## src/hdl/twma_pkg.sv

```systemverilog
`timescale 1ns / 1ps

package twma_pkg;

    // Fixed field widths
    localparam int STAMP_BITS  = 64;
    localparam int WINDOW_BITS = 32;
    localparam int SUM_BITS    = 22;

    // Parameter defaults
    localparam int RING_DEPTH_DEFAULT = 64;
    localparam int DELTA_BITS_DEFAULT = 16;

    // Purge window after reset: 10 ms in nanoseconds
    localparam logic [WINDOW_BITS-1:0] WINDOW_RESET = 32'd10_000_000;

    // Item kinds
    localparam logic ACT_FRAME  = 1'b0;
    localparam logic ACT_MOTION = 1'b1;

    typedef logic signed [SUM_BITS-1:0] sum_t;

    typedef enum logic [1:0] {
        ST_IDLE,
        ST_PURGE,
        ST_MOTION,
        ST_EMIT
    } twma_state_t;

endpackage

```

## src/hdl/twma_if.sv

```systemverilog
`timescale 1ns / 1ps

// Input item channel
interface twma_sample_if #(
    parameter int DELTA_BITS = twma_pkg::DELTA_BITS_DEFAULT
);
    logic                                  valid;
    logic                                  ready;
    logic                                  action;
    logic [twma_pkg::STAMP_BITS-1:0]       time_ns;
    logic signed [DELTA_BITS-1:0]          delta_x;
    logic signed [DELTA_BITS-1:0]          delta_y;
    logic                                  has_focus;

    modport source (output valid, action, time_ns, delta_x, delta_y, has_focus,
                    input ready);
    modport sink   (input valid, action, time_ns, delta_x, delta_y, has_focus,
                    output ready);
endinterface

// Result item channel
interface twma_report_if #(
    parameter int COUNT_BITS = $clog2(twma_pkg::RING_DEPTH_DEFAULT + 1)
);
    logic                    valid;
    logic                    ready;
    twma_pkg::sum_t          sum_x;
    twma_pkg::sum_t          sum_y;
    logic [COUNT_BITS-1:0]   entry_count;
    logic                    evicted_full;

    modport source (output valid, sum_x, sum_y, entry_count, evicted_full,
                    input ready);
    modport sink   (input valid, sum_x, sum_y, entry_count, evicted_full,
                    output ready);
endinterface


```

## src/hdl/twma_ctrl.sv

```systemverilog
`timescale 1ns / 1ps

// Sequencer: ring pointers, running sums, purge/evict/append, result register
module twma_ctrl #(
    parameter int RING_DEPTH = twma_pkg::RING_DEPTH_DEFAULT,
    parameter int DELTA_BITS = twma_pkg::DELTA_BITS_DEFAULT
) (
    input  logic                                clk,
    input  logic                                rst_n,
    input  logic [twma_pkg::WINDOW_BITS-1:0]    window,
    twma_sample_if.sink                         sample,
    twma_report_if.source                       report,
    // ring memory
    output logic                                mem_wr_en,
    output logic [$clog2(RING_DEPTH)-1:0]       mem_wr_addr,
    output logic [twma_pkg::STAMP_BITS+2*DELTA_BITS-1:0] mem_wr_data,
    output logic [$clog2(RING_DEPTH)-1:0]       mem_rd_addr,
    input  logic [twma_pkg::STAMP_BITS+2*DELTA_BITS-1:0] mem_rd_data
);

    localparam int ADDR_BITS  = $clog2(RING_DEPTH);
    localparam int COUNT_BITS = $clog2(RING_DEPTH + 1);
    localparam int SLOT_BITS  = ADDR_BITS + 1;
    localparam int STAMP_W    = twma_pkg::STAMP_BITS;
    localparam int PAD_W      = twma_pkg::STAMP_BITS - twma_pkg::WINDOW_BITS;

    localparam logic [ADDR_BITS-1:0]  HEAD_LAST = ADDR_BITS'(RING_DEPTH - 1);
    localparam logic [COUNT_BITS-1:0] LEN_FULL  = COUNT_BITS'(RING_DEPTH);
    localparam logic [SLOT_BITS-1:0]  SLOT_WRAP = SLOT_BITS'(RING_DEPTH);

    function automatic twma_pkg::sum_t to_sum(input logic signed [DELTA_BITS-1:0] d);
        return twma_pkg::sum_t'(d);
    endfunction

    twma_pkg::twma_state_t state_reg, state_next;

    logic [ADDR_BITS-1:0]         head_reg, head_next;
    logic [COUNT_BITS-1:0]        len_reg, len_next;
    twma_pkg::sum_t               acc_x_reg, acc_x_next;
    twma_pkg::sum_t               acc_y_reg, acc_y_next;
    logic [STAMP_W-1:0]           cutoff_reg, cutoff_next;
    logic [STAMP_W-1:0]           stamp_reg, stamp_next;
    logic signed [DELTA_BITS-1:0] dx_reg, dx_next;
    logic signed [DELTA_BITS-1:0] dy_reg, dy_next;
    logic                         evict_reg, evict_next;

    logic                         rpt_valid_reg, rpt_valid_next;
    twma_pkg::sum_t               rpt_x_reg, rpt_x_next;
    twma_pkg::sum_t               rpt_y_reg, rpt_y_next;
    logic [COUNT_BITS-1:0]        rpt_count_reg, rpt_count_next;
    logic                         rpt_evict_reg, rpt_evict_next;

    // Head entry fields (memory always holds a read of the current head)
    logic [STAMP_W-1:0]           rd_stamp;
    logic signed [DELTA_BITS-1:0] rd_dx;
    logic signed [DELTA_BITS-1:0] rd_dy;
    logic [ADDR_BITS-1:0]         head_inc;
    logic                         full;
    logic [SLOT_BITS-1:0]         slot_sum;
    logic [SLOT_BITS-1:0]         slot_wrap;
    logic [STAMP_W-1:0]           window_ext;

    assign rd_stamp   = mem_rd_data[STAMP_W+2*DELTA_BITS-1 -: STAMP_W];
    assign rd_dy      = signed'(mem_rd_data[2*DELTA_BITS-1 -: DELTA_BITS]);
    assign rd_dx      = signed'(mem_rd_data[DELTA_BITS-1:0]);
    assign head_inc   = (head_reg == HEAD_LAST) ? '0 : head_reg + 1'b1;
    assign full       = (len_reg == LEN_FULL);
    assign window_ext = {{PAD_W{1'b0}}, window};

    // Tail slot: head + length, wrapped once
    assign slot_sum  = SLOT_BITS'(head_reg) + SLOT_BITS'(len_reg);
    assign slot_wrap = (slot_sum >= SLOT_WRAP) ? slot_sum - SLOT_WRAP : slot_sum;

    // Memory ports: read follows the next head so data is fresh each cycle
    assign mem_rd_addr = head_next;
    assign mem_wr_addr = full ? head_reg : slot_wrap[ADDR_BITS-1:0];
    assign mem_wr_data = {stamp_reg, dy_reg, dx_reg};

    assign report.valid        = rpt_valid_reg;
    assign report.sum_x        = rpt_x_reg;
    assign report.sum_y        = rpt_y_reg;
    assign report.entry_count  = rpt_count_reg;
    assign report.evicted_full = rpt_evict_reg;

    // State registers
    always_ff @(posedge clk or negedge rst_n)
    begin
        if (!rst_n)
        begin
            state_reg     <= twma_pkg::ST_IDLE;
            head_reg      <= '0;
            len_reg       <= '0;
            acc_x_reg     <= '0;
            acc_y_reg     <= '0;
            rpt_valid_reg <= 1'b0;
        end
        else
        begin
            state_reg     <= state_next;
            head_reg      <= head_next;
            len_reg       <= len_next;
            acc_x_reg     <= acc_x_next;
            acc_y_reg     <= acc_y_next;
            rpt_valid_reg <= rpt_valid_next;
        end
    end

    // Item and result payload
    always_ff @(posedge clk)
    begin
        cutoff_reg    <= cutoff_next;
        stamp_reg     <= stamp_next;
        dx_reg        <= dx_next;
        dy_reg        <= dy_next;
        evict_reg     <= evict_next;
        rpt_x_reg     <= rpt_x_next;
        rpt_y_reg     <= rpt_y_next;
        rpt_count_reg <= rpt_count_next;
        rpt_evict_reg <= rpt_evict_next;
    end

    // Next state and datapath
    always_comb
    begin
        state_next     = state_reg;
        head_next      = head_reg;
        len_next       = len_reg;
        acc_x_next     = acc_x_reg;
        acc_y_next     = acc_y_reg;
        cutoff_next    = cutoff_reg;
        stamp_next     = stamp_reg;
        dx_next        = dx_reg;
        dy_next        = dy_reg;
        evict_next     = evict_reg;
        rpt_valid_next = rpt_valid_reg;
        rpt_x_next     = rpt_x_reg;
        rpt_y_next     = rpt_y_reg;
        rpt_count_next = rpt_count_reg;
        rpt_evict_next = rpt_evict_reg;
        mem_wr_en      = 1'b0;
        sample.ready   = (state_reg == twma_pkg::ST_IDLE);

        if (rpt_valid_reg && report.ready)
        begin
            rpt_valid_next = 1'b0;
        end

        unique case (state_reg)
            twma_pkg::ST_IDLE:
            begin
                if (sample.valid)
                begin
                    stamp_next  = sample.time_ns;
                    dx_next     = sample.delta_x;
                    dy_next     = sample.delta_y;
                    evict_next  = 1'b0;
                    // cutoff floored at zero
                    cutoff_next = (sample.time_ns < window_ext) ? '0
                                                                : sample.time_ns - window_ext;
                    if (sample.action == twma_pkg::ACT_FRAME)
                    begin
                        state_next = twma_pkg::ST_PURGE;
                    end
                    else if (sample.has_focus)
                    begin
                        state_next = twma_pkg::ST_MOTION;
                    end
                    else
                    begin
                        state_next = twma_pkg::ST_EMIT;
                    end
                end
            end

            // One pop per cycle while the head entry is stale
            twma_pkg::ST_PURGE:
            begin
                if (len_reg != '0 && rd_stamp < cutoff_reg)
                begin
                    acc_x_next = acc_x_reg - to_sum(rd_dx);
                    acc_y_next = acc_y_reg - to_sum(rd_dy);
                    head_next  = head_inc;
                    len_next   = len_reg - 1'b1;
                end
                else
                begin
                    state_next = twma_pkg::ST_EMIT;
                end
            end

            // Evict the head if full, then append at the tail
            twma_pkg::ST_MOTION:
            begin
                mem_wr_en  = 1'b1;
                evict_next = full;
                if (full)
                begin
                    acc_x_next = acc_x_reg - to_sum(rd_dx) + to_sum(dx_reg);
                    acc_y_next = acc_y_reg - to_sum(rd_dy) + to_sum(dy_reg);
                    head_next  = head_inc;
                end
                else
                begin
                    acc_x_next = acc_x_reg + to_sum(dx_reg);
                    acc_y_next = acc_y_reg + to_sum(dy_reg);
                    len_next   = len_reg + 1'b1;
                end
                state_next = twma_pkg::ST_EMIT;
            end

            // Load the result register once it is free
            twma_pkg::ST_EMIT:
            begin
                if (!rpt_valid_reg || report.ready)
                begin
                    rpt_valid_next = 1'b1;
                    rpt_x_next     = acc_x_reg;
                    rpt_y_next     = acc_y_reg;
                    rpt_count_next = len_reg;
                    rpt_evict_next = evict_reg;
                    state_next     = twma_pkg::ST_IDLE;
                end
            end

            default:
            begin
                state_next = twma_pkg::ST_IDLE;
            end
        endcase
    end

endmodule

```

## src/flat_wrapper.sv

```systemverilog
// flat-port wrapper written by rule: the top's interface ports become plain ports
module twma_ctrl_flat 
#(
    parameter int RING_DEPTH = twma_pkg::RING_DEPTH_DEFAULT,
    parameter int DELTA_BITS = twma_pkg::DELTA_BITS_DEFAULT
)
  (clk, rst_n, window, mem_wr_en, mem_wr_addr, mem_wr_data, mem_rd_addr, mem_rd_data, sample_valid, sample_action, sample_time_ns, sample_delta_x, sample_delta_y, sample_has_focus, sample_ready, report_valid, report_sum_x, report_sum_y, report_entry_count, report_evicted_full, report_ready);
  twma_sample_if #(.DELTA_BITS(DELTA_BITS)) sample_i ();
  twma_report_if report_i ();
  input  logic clk;
  input  logic rst_n;
  input  logic [twma_pkg::WINDOW_BITS-1:0] window;
  output logic mem_wr_en;
  output logic [$clog2(RING_DEPTH)-1:0] mem_wr_addr;
  output logic [twma_pkg::STAMP_BITS+2*DELTA_BITS-1:0] mem_wr_data;
  output logic [$clog2(RING_DEPTH)-1:0] mem_rd_addr;
  input  logic [twma_pkg::STAMP_BITS+2*DELTA_BITS-1:0] mem_rd_data;
  input wire logic [$bits(sample_i.valid)-1:0] sample_valid;
  input wire logic [$bits(sample_i.action)-1:0] sample_action;
  input wire logic [$bits(sample_i.time_ns)-1:0] sample_time_ns;
  input wire logic [$bits(sample_i.delta_x)-1:0] sample_delta_x;
  input wire logic [$bits(sample_i.delta_y)-1:0] sample_delta_y;
  input wire logic [$bits(sample_i.has_focus)-1:0] sample_has_focus;
  output wire logic [$bits(sample_i.ready)-1:0] sample_ready;
  output wire logic [$bits(report_i.valid)-1:0] report_valid;
  output wire logic [$bits(report_i.sum_x)-1:0] report_sum_x;
  output wire logic [$bits(report_i.sum_y)-1:0] report_sum_y;
  output wire logic [$bits(report_i.entry_count)-1:0] report_entry_count;
  output wire logic [$bits(report_i.evicted_full)-1:0] report_evicted_full;
  input wire logic [$bits(report_i.ready)-1:0] report_ready;
  assign sample_i.valid = sample_valid;
  assign sample_i.action = sample_action;
  assign sample_i.time_ns = sample_time_ns;
  assign sample_i.delta_x = sample_delta_x;
  assign sample_i.delta_y = sample_delta_y;
  assign sample_i.has_focus = sample_has_focus;
  assign sample_ready = sample_i.ready;
  assign report_valid = report_i.valid;
  assign report_sum_x = report_i.sum_x;
  assign report_sum_y = report_i.sum_y;
  assign report_entry_count = report_i.entry_count;
  assign report_evicted_full = report_i.evicted_full;
  assign report_i.ready = report_ready;
  twma_ctrl #(.RING_DEPTH(RING_DEPTH), .DELTA_BITS(DELTA_BITS)) u_core (.clk(clk), .rst_n(rst_n), .window(window), .sample(sample_i), .report(report_i), .mem_wr_en(mem_wr_en), .mem_wr_addr(mem_wr_addr), .mem_wr_data(mem_wr_data), .mem_rd_addr(mem_rd_addr), .mem_rd_data(mem_rd_data));
endmodule
```

## config.mk

```make
export PLATFORM = sky130hd
export DESIGN_NAME = twma_ctrl_flat
export DESIGN_NICKNAME = d
export VERILOG_FILES = /design/src/hdl/twma_pkg.sv /design/src/hdl/twma_if.sv /design/src/hdl/twma_ctrl.sv /design/src/flat_wrapper.sv
export SDC_FILE = /design/constraint.sdc
export NUM_CORES = 1
export LEC_CHECK = 0
export BUFFER_PORTS_ARGS = -buffer_cell sky130_fd_sc_hd__buf_2
export CAP_MARGIN = 20
export CORE_MARGIN = 1.5
export CORE_UTILIZATION = 50
export DETAILED_ROUTE_END_ITERATION = 10
export PLACE_DENSITY = 0.74
export SETUP_SLACK_MARGIN = 0.1
export SLEW_MARGIN = 10
export SYNTH_ARGS = -nofsm -noshare
export SYNTH_HDL_FRONTEND = slang
export SYNTH_SLANG_ARGS = --single-unit
export TNS_END_PERCENT = 100
```

## constraint.sdc

```tcl
create_clock -name clk -period 11.4 [get_ports clk]
set_input_delay 0 -clock clk [delete_from_list [all_inputs] [get_ports clk]]
set_output_delay 0 -clock clk [all_outputs]
set_load 0.03 [all_outputs]
```

==> flow_summary.yaml, run 1 <==
detailed_routing:
  drt-pass1-iter-count: 5
  vias_per_cell: 5.67
  drc: 0
  drtIter0Drc: 912
  wl_per_cell_um: 18.3
  ant_nets: 0
  wirelength_um: 53300
  vias: 16500
die:
  core_area_um2: 36400
  die_w_um: 195
  initial_core_util: 0.506
  rows: 70
  dieArea_um2: 38100
  ios: 393
  dieHeight_um: 195
pwr:
  powerDensity_nw_per_um2: 252
  max-vdd-ir-drop_mv: 0.146
  switchingPower_mw: 2.56
  p_clk_frac: 0.178
  p_int_mw: 3.26
  leakage_nw: 10.6
  seqPwrFrac: 0.280
  combinationalPowerShare: 0.542
  switching_share: 0.440
synthesis:
  syn-num-nets: 2348
  async_flop_share: 0.220
  yosys.area.top_type: "edfxtp_1"
  synth_common_cells: "228 x nand2_1, 213 x edfxtp_1, 196 x ha_1"
  synth_top_cell_area_share: 0.347
  syn_inst: 1915
  synth_cell_types: 65
  ys_seq_elements: 273
  ys_top_cells_by_area: "edfxtp_1 35%, ha_1 13%, dfrtp_1 8.1%, nand2_1 4.6%, a21oi_1 3.8%"
  synth_most_common_cell: "nand2_1"
  yosysWarnings: 0
  seq_area_frac_synth: 0.428
  yosys_most_used_dff: "edfxtp_1"
  syn_area_per_cell_um2: 9.63
  synth_area_um2: 18400
  synth_edf_count: 213
hold_path:
  hp-class: "in -> reg"
finish:
  area_delta_synth_final_pct: 25.3
  drive_gt1_frac: 0.200
  nNetsFinal: 2849
global_routing:
  use_met3: 0.0594
  antenna_found_initial: 13
  grt-ovfl-total: 0
  track_usage: 0.273
  use_met1: 0.324
  busiest_layer: "met2"
  grt_max_degree: 80
  grt_pass1_vias: 16600
  use_met2: 0.492
  grt_pass1_wl_um: 83800
sta:
  hold_viol: 0
  holdWs_ns: 0.0349
  setup-tns-final_ns: 0
  skew_ns: 0.0166
  finalMaxSlewViolations: 0
  worstMarginPinSlew_ns: 1.04
  min_period_ns: 5.25
  slew_headroom: 0.305
  timing.final.crit_share: 0.461
  rsz0062_at_grt: "false"
  report.final.setup_viol: 0
  max_freq_ghz: 0.190
placement:
  io_buffers: 392
  gp_congestion: 0.921
  post-dp-hpwl_um: 39100
status:
  status: "complete, no violations"
critical_path:
  reg2reg_slack_ns: 6.15
  start_kind: "flop"
  cp_slowest_cell: "a2111oi_0"
  path_delay_family: "compound AO/OA/AOI/OAI gates"
  cpPeakStageDelay_ns: 0.68
  crit_path_end_kind: "flop"
  path_buf_inv: 1
  crit_chain: "inv_1 > ha_1 > fa_1 > nor2b_1 > o31ai_1 > a2111oi_0 > o21a_1 > o21ai_0 > nand2b_1 > a31oi_1 > xor2_1 > o21ai_0 > ha_1 > a21o_1 > nor2b_1 > a31oi_1 > o41a_1 > a211o_1 > a21o_1 > a21oi_1 > xnor2_1 > a221oi_1"
  cp.required_ns: 11.88
  path_max_fanout: 4
  crit_type: "reg -> reg"
  arrival_ns: 5.73
clocking:
  htreeDepth: 1
  clk_latency_ns: 0.59
  post_cts_resized: 0
  cts_hold_buf: 112
  post-cts-setup-buffer-count: 0
  root_buffer: "clkbuf_16"
  cts_tree: "done"
  clk_path_buf_depth: 3
  cts_made_buffers: 31
  cts_num_sinks: 273
  path_clk_slew_ns: 0.06
job:
  maxCapViolCount: 0
==> worst reg2reg max path: stages (launching register included) <==
cell and delay [ns]:
dfrtp_1 0.37, inv_1 0.06, ha_1 0.21, fa_1 0.42, nor2b_1 0.18, o31ai_1 0.13, a2111oi_0 0.68, o21a_1 0.21
o21ai_0 0.08, nand2b_1 0.11, a31oi_1 0.10, xor2_1 0.16, o21ai_0 0.21, ha_1 0.32, a21o_1 0.22, nor2b_1 0.11
a31oi_1 0.16, o41a_1 0.37, a211o_1 0.30, a21o_1 0.19, a21oi_1 0.17, xnor2_1 0.09, a221oi_1 0.29
==> path summary, 6_finish.rpt <==
| path | start | end | cells after the start |
|---|---|---|---|
| max | u_core.acc_x_reg[0]$_DFFE_PN0P_ | u_core.acc_x_reg[21]$_DFFE_PN0P_ | 22 |
| min | window[6] | u_core.cutoff_reg[6]$_SDFFCE_PN0P_ | 5 |
| max reg2reg | u_core.acc_x_reg[0]$_DFFE_PN0P_ | u_core.acc_x_reg[21]$_DFFE_PN0P_ | 22 |
| min reg2reg | u_core.evict_reg$_SDFFCE_PN0P_ | u_core.report.evicted_full$_DFFE_PP_ | 0 |
| max in group asynchronous | rst_n | u_core.acc_y_reg[7]$_DFFE_PN0P_ | 3 |
| min in group asynchronous | rst_n | u_core.acc_x_reg[17]$_DFFE_PN0P_ | 3 |
==> stage by stage <==
step | instances | setup slack, ns | total power, mW | area [um2] | util
2_1_floorplan | 1915 | 6.00 | 3.96 | 18400 | -
3_3_place_gp | 2738 | 6.33 | 4.62 | 20900 | 0.574
3_5_place_dp | 2738 | 6.12 | 4.72 | 20900 | 0.574
4_1_cts | 2907 | 6.11 | 5.83 | 23100 | 0.633
5_1_grt | 2913 | 5.64 | 6.25 | 23100 | 0.634
6_report | 2916 | 6.15 | 5.83 | 23100 | 0.634
==> power groups by stage <==
stage / combinational, mW / clock [mW] / sequential [mW]
final: 3.16 / 1.04 / 1.63
after global routing: 3.50 / 1.09 / 1.66
after CTS: 3.14 / 1.05 / 1.63
after detailed placement: 3.08 / 0 / 1.65
after global placement: 2.99 / 0 / 1.64
after floorplan: 2.11 / 0 / 1.85
==> cells by family (layout without fill, tap and decap cells) <==
group           Yosys count  after routing  share of synthesized area
other cells               0              8                          0
flops                   273            273                      0.428
simple gates            575            575                      0.146
compound gates          521            521                      0.178
buf+inv                 213            738                     0.0439
xor+xnor                106            106                     0.0503
fa+ha+maj               203            203                      0.141
mux                      24             24                     0.0136
==> layer usage <==
layer	wire, um	vias up
met3	3970	121
met5	77	-
met4	1660	12
met2	26400	604
met1	21200	7826
li1	-	7972
==> final cells by class <==
cell class / instances / area (um2)
fill: 2980 / 13300
multi-input combinational: 1429 / 9760
sequential: 273 / 7900
timing repair buffer: 516 / 3190
clock buffer: 36 / 795
inverter: 165 / 619
tap: 468 / 586
clock inverter: 21 / 244
antenna: 8 / 20.0
==> cell usage in the layout, fill, tap and decap left out, types with 13 or more instances in the layout <==
| master | netlist | layout |
|---|---|---|
| o21a_1 | 24 | 24 |
| clkbuf_16 | 0 | 31 |
| or4_1 | 13 | 13 |
| nor2b_1 | 20 | 20 |
| o21bai_1 | 14 | 14 |
| xnor2_1 | 66 | 66 |
| nand4_1 | 17 | 17 |
| nor3_1 | 28 | 28 |
| or3_1 | 17 | 17 |
| nor2_1 | 135 | 135 |
| inv_1 | 165 | 165 |
| nand3_1 | 34 | 34 |
| a31oi_1 | 19 | 19 |
| dlygate4sd3_1 | 0 | 112 |
| o211ai_1 | 17 | 17 |
| o21ai_0 | 139 | 139 |
| nand2_1 | 228 | 227 |
| xor2_1 | 40 | 40 |
| ha_1 | 196 | 195 |
| dfrtp_1 | 60 | 60 |
| a211oi_1 | 21 | 21 |
| a21oi_1 | 141 | 140 |
| mux2i_1 | 16 | 16 |
| o31ai_1 | 16 | 16 |
| a21o_1 | 55 | 55 |
| edfxtp_1 | 213 | 213 |
| buf_2 | 6 | 392 |
| nand2b_1 | 25 | 25 |
| and3_1 | 14 | 14 |
(Power assumes the default switching activity.)
==> inputs of run 2 (changes only) <==
Settings changed: PLACE_DENSITY 0.74 to 0.77.
Clock period 11.4 ns to 4.5 ns, I/O delays scaled along.
==> flow_summary.yaml, run 2 (same netlist as run 1, synthesis figures left out) <==
placement:
  post-dp-hpwl_um: 39600
  io_buffers: 392
  gp_congestion: 0.951
  post-place-ws_ns: -0.341
  placed_cells: 2816
finish:
  nNetsFinal: 2951
  area_delta_synth_final_pct: 32.4
  ff_latch_area_um2: 7900
  layout_common_cells: "392 x buf_2, 226 x nand2_1, 213 x edfxtp_1, 190 x ha_1, 163 x inv_1"
  drive_gt1_frac: 0.258
  final_cells: 3016
  final_common_cell: "buf_2"
  fin_util: 0.670
  multi_input_area_um2: 10200
  fill_cells: 2695
die:
  dieArea_um2: 38100
  core_area_um2: 36400
  dieHeight_um: 195
  rows: 70
  die_w_um: 195
  ios: 393
  initial_core_util: 0.506
sta:
  skew_ns: 0.0260
  slew_headroom: 0.380
  rsz0062_at_grt: "true"
  report.final.setup_viol: 3
  holdWs_ns: 0.0472
  min_period_ns: 4.55
  worstMarginPinSlew_ns: 0.930
  max_freq_ghz: 0.220
  finalMaxSlewViolations: 0
  layout_setup_ws_ns: -0.0531
  timing.final.crit_share: 1.01
  hold_viol: 0
detailed_routing:
  vias_per_cell: 5.69
  wirelength_um: 56700
  drc: 0
  drtIter0Drc: 991
  ant_nets: 0
  wl_per_cell_um: 18.8
  vias: 17200
  drt-pass1-iter-count: 8
critical_path:
  crit_type: "reg -> reg"
  reg2reg_slack_ns: -0.05
  start_kind: "flop"
  r2r-end: "u_core.acc_x_reg[18]$_DFFE_PN0P_"
  cpPeakStageDelay_ns: 0.37
  crit_path_end_kind: "flop"
  path_max_fanout: 3
  path_buf_inv: 5
  cp.required_ns: 4.92
  path_delay_family: "compound AO/OA/AOI/OAI gates"
  arrival_ns: 4.97
  reg2reg_from: "u_core.acc_x_reg[0]$_DFFE_PN0P_"
  rr_worst_depth: 26
  cp_slowest_cell: "dfrtp_1"
  crit_start: "u_core.acc_x_reg[0]$_DFFE_PN0P_"
clocking:
  root_buffer: "clkbuf_16"
  clk_path_buf_depth: 3
  cts_made_buffers: 34
  cts_tree: "done"
  clk_latency_ns: 0.55
  htreeDepth: 2
  path_clk_slew_ns: 0.06
  cts_num_sinks: 273
hold_path:
  holdPathStages: 5
  min_to: "u_core.acc_y_reg[1]$_DFFE_PN0P_"
  hp-start: "mem_rd_data[17]"
  hp-class: "in -> reg"
pwr:
  max-vdd-ir-drop_mv: 0.389
  powerDensity_nw_per_um2: 670
  leakage_nw: 11.2
  p_total_mw: 16.4
global_routing:
  track_usage: 0.293
  grt_pass1_vias: 17200
  grt_pass1_wl_um: 88300
  antenna_found_initial: 12
  grt-ovfl-total: 0
  grt_max_degree: 75
status:
  violations: "setup timing"
  status: "complete, but fails checks"
job:
  maxCapViolCount: 0
==> run 2: cell types whose count changed in the layout (fill, tap and decap cells not counted), sizes merged <==
cell,before,now
clkinv,13,9
buf,404,508
clkinvlp,2,4
diode,8,5
bufinv,5,3
clkbuf,36,44
dlygate4sd3,112,107
==> run 2: layout make-up <==
type,count,area share
multi-input cells,1429,0.419
flip-flops and latches,273,0.323
repair buffers,615,0.163
clock buffers,44,0.0377
inverters,165,0.0254
well taps,468,0.0240
clock inverters,17,0.00717
diodes,5,0.000512
==> run 2: tightest hold or removal path, stage by stage <==
cell	delay [ns]
buf_2	0.10
fa_2	0.20
o21ai_0	0.08
nand2_1	0.06
o21ai_0	0.08
==> run 2: power breakdown <==
| group | switching (mW) | total, mW | internal, mW | leakage (nW) |
|---|---|---|---|---|
| clock | 1.11 | 2.73 | 1.62 | 0.526 |
| sequential | 0.420 | 4.07 | 3.65 | 2.70 |
| combinational | 5.56 | 9.56 | 4.00 | 7.95 |
| total | 7.09 | 16.4 | 9.28 | 11.2 |
==> run 2: through the flow <==
step	area, um2	TNS (ns)
floorplan	18500	0
global placement	21500	-0.491
detailed placement	21500	-1.36
CTS	24100	-0.239
global route	24400	-1.43
finish	24400	-0.115
==> run 2: repair_timing <==
item,CTS,global route
pin swaps,44,44
endpoints found under the hold margin,197,0
hold buffers,107,0
setup buffers,14,13
endpoints found under the setup margin,14,67
gates resized for setup,65,45
==> run 2: per-layer routing <==
| layer | vias up | share of wire | GRT usage |
|---|---|---|---|
| met5 | - | 0.0010 | 0 |
| met2 | 751 | 0.49 | 0.524 |
| met1 | 8057 | 0.38 | 0.336 |
| li1 | 8180 | - | - |
| met3 | 163 | 0.083 | 0.0682 |
| met4 | 10 | 0.039 | 0.121 |
==> run 2: how the worst max path moves through the flow <==
stage / slack, ns / endpoint / cells past startpoint
CTS: -0.16 / u_core.acc_x_reg[21]$_DFFE_PN0P_ / 22
finish: -0.05 / u_core.acc_x_reg[18]$_DFFE_PN0P_ / 26
global placement: -0.20 / u_core.acc_y_reg[21]$_DFFE_PN0P_ / 23
floorplan: 0.09 / u_core.acc_x_reg[21]$_DFFE_PN0P_ / 22
global route: -0.31 / u_core.acc_x_reg[18]$_DFFE_PN0P_ / 26
detailed placement: -0.34 / u_core.acc_x_reg[21]$_DFFE_PN0P_ / 22
==> inputs of run 3 (changes only) <==
Settings changed: REMOVE_ABC_BUFFERS set to 1.
==> flow_summary.yaml, run 3 (same netlist as run 1, synthesis figures left out) <==
global_routing:
  grt_pass1_wl_um: 88500
  grt_pass1_vias: 17500
  grt-ovfl-total: 0
  antenna_found_initial: 15
  track_usage: 0.295
  grt_max_degree: 80
critical_path:
  crit_type: "reg -> reg"
  path_max_fanout: 2
  cp_slowest_cell: "fa_2"
  start_kind: "flop"
  cp.required_ns: 4.96
  cpPeakStageDelay_ns: 0.36
  crit_path_end_kind: "flop"
  crit_path_frequent_cell: "buf_4"
  arrival_ns: 5.02
die:
  initial_core_util: 0.506
  rows: 70
  die_w_um: 195
  core_area_um2: 36400
  ios: 393
  dieArea_um2: 38100
  dieHeight_um: 195
hold_path:
  hp-class: "in -> reg"
pwr:
  switchingPower_mw: 7.13
  switching_share: 0.434
  seqPwrFrac: 0.249
  p_int_mw: 9.29
  powerDensity_nw_per_um2: 670
  p_clk_frac: 0.165
  leakage_nw: 11.2
  combinationalPowerShare: 0.586
  p_total_mw: 16.4
  max-vdd-ir-drop_mv: 0.342
detailed_routing:
  drc: 0
  ant_nets: 0
  wirelength_um: 57700
  drt-pass1-iter-count: 5
  vias_per_cell: 5.73
  wl_per_cell_um: 19.0
  drtIter0Drc: 991
  vias: 17400
sta:
  report.final.setup_viol: 2
  hold_viol: 0
  finalMaxSlewViolations: 0
  min_period_ns: 4.57
  worstMarginPinSlew_ns: 0.910
  slew_headroom: 0.394
  max_freq_ghz: 0.219
  setup-tns-final_ns: -0.0871
  layout_setup_ws_ns: -0.0666
  rsz0062_at_grt: "true"
  skew_ns: 0.0154
  timing.final.crit_share: 1.01
clocking:
  path_clk_slew_ns: 0.06
  root_buffer: "clkbuf_16"
  clk_latency_ns: 0.55
  cts_num_sinks: 273
  cts_made_buffers: 34
  htreeDepth: 2
  cts_tree: "done"
  clk_path_buf_depth: 3
finish:
  area_delta_synth_final_pct: 32.8
  drive_gt1_frac: 0.263
  fill_cells: 2757
  final_common_cell: "buf_2"
  nNetsFinal: 2966
  layout_common_cells: "392 x buf_2, 225 x nand2_1, 213 x edfxtp_1, 187 x ha_1, 163 x inv_1"
  final_cells: 3034
  multi_input_area_um2: 10200
  ff_latch_area_um2: 7900
  design_area_um2: 24500
placement:
  post_dp_cell_area_um2: 21700
  post-dp-hpwl_um: 41300
  gp_congestion: 0.915
  io_buffers: 392
  placed_cells: 2828
status:
  violations: "setup timing"
  status: "complete, but fails checks"
job:
  maxCapViolCount: 0
run 3: layout make-up:
type / count / area share
timing repair buffer: 630 / 0.167
clock buffer: 45 / 0.0373
multi-input combinational: 1429 / 0.416
tap: 468 / 0.0239
inverter: 165 / 0.0253
antenna: 10 / 0.00102
sequential: 273 / 0.322
clock inverter: 14 / 0.00649
run 3: final timing paths:
path,end,startpoint,slack (ns),depth (start not counted)
max,u_core.acc_x_reg[21]$_DFFE_PN0P_,u_core.acc_x_reg[0]$_DFFE_PN0P_,-0.07,25
max in group asynchronous,u_core.head_reg[3]$_DFF_PN0_,rst_n,3.69,3
min in group asynchronous,u_core.acc_x_reg[5]$_DFFE_PN0P_,rst_n,0.21,3
min reg2reg,u_core.report.evicted_full$_DFFE_PP_,u_core.evict_reg$_SDFFCE_PN0P_,0.42,0
max reg2reg,u_core.acc_x_reg[21]$_DFFE_PN0P_,u_core.acc_x_reg[0]$_DFFE_PN0P_,-0.07,25
min,u_core.acc_x_reg[1]$_DFFE_PN0P_,mem_rd_data[1],0.04,5
run 3: repair_timing:
item	4_1_cts	5_1_grt
endpoints found under the hold margin	195	0
setup endpoints to repair	12	68
setup buffers	20	12
pin swaps	38	61
hold buffers	108	0
gates resized for setup	55	57
cloned	0	0
run 3: power by group through the flow:
stage                     logic (mW)  registers, mW  clock network [mW]
final                           9.62           4.08                2.71
after floorplan                 5.27           4.69                   0
after global placement          8.26           4.09                   0
after detailed placement        8.56           4.12                   0
after CTS                       9.09           4.08                2.74
after global routing            10.5           4.16                2.84
run 3: critical path: cells and delay by family (launching register included):
family | cells | cell delay (ns)
AOI/OAI and AO/OA | 12 | 2.39
and+or+nand+nor | 4 | 0.36
xor gates and xnor gates | 1 | 0.09
adders and majority gates | 3 | 0.75
buffers and inverters | 5 | 0.52
DFF | 1 | 0.35
run 3: metal layers:
layer | global-route usage | wire length [um] | vias to the layer above
li1 | - | - | 8212
met1 | 0.329 | 21300 | 8186
met2 | 0.528 | 29200 | 790
met3 | 0.0632 | 4550 | 171
met4 | 0.156 | 2610 | 12
met5 | 0 | 91 | -
run 3: stage by stage:
stage	worst slack, ns	hold WS [ns]	util
6_report	-0.0666	0.0389	0.672
5_1_grt	-0.292	0.0638	0.672
4_1_cts	-0.147	0.00309	0.663
3_5_place_dp	-0.357	0.178	0.594
3_3_place_gp	-0.275	0.176	0.594
2_1_floorplan	-0.905	-0.296	-
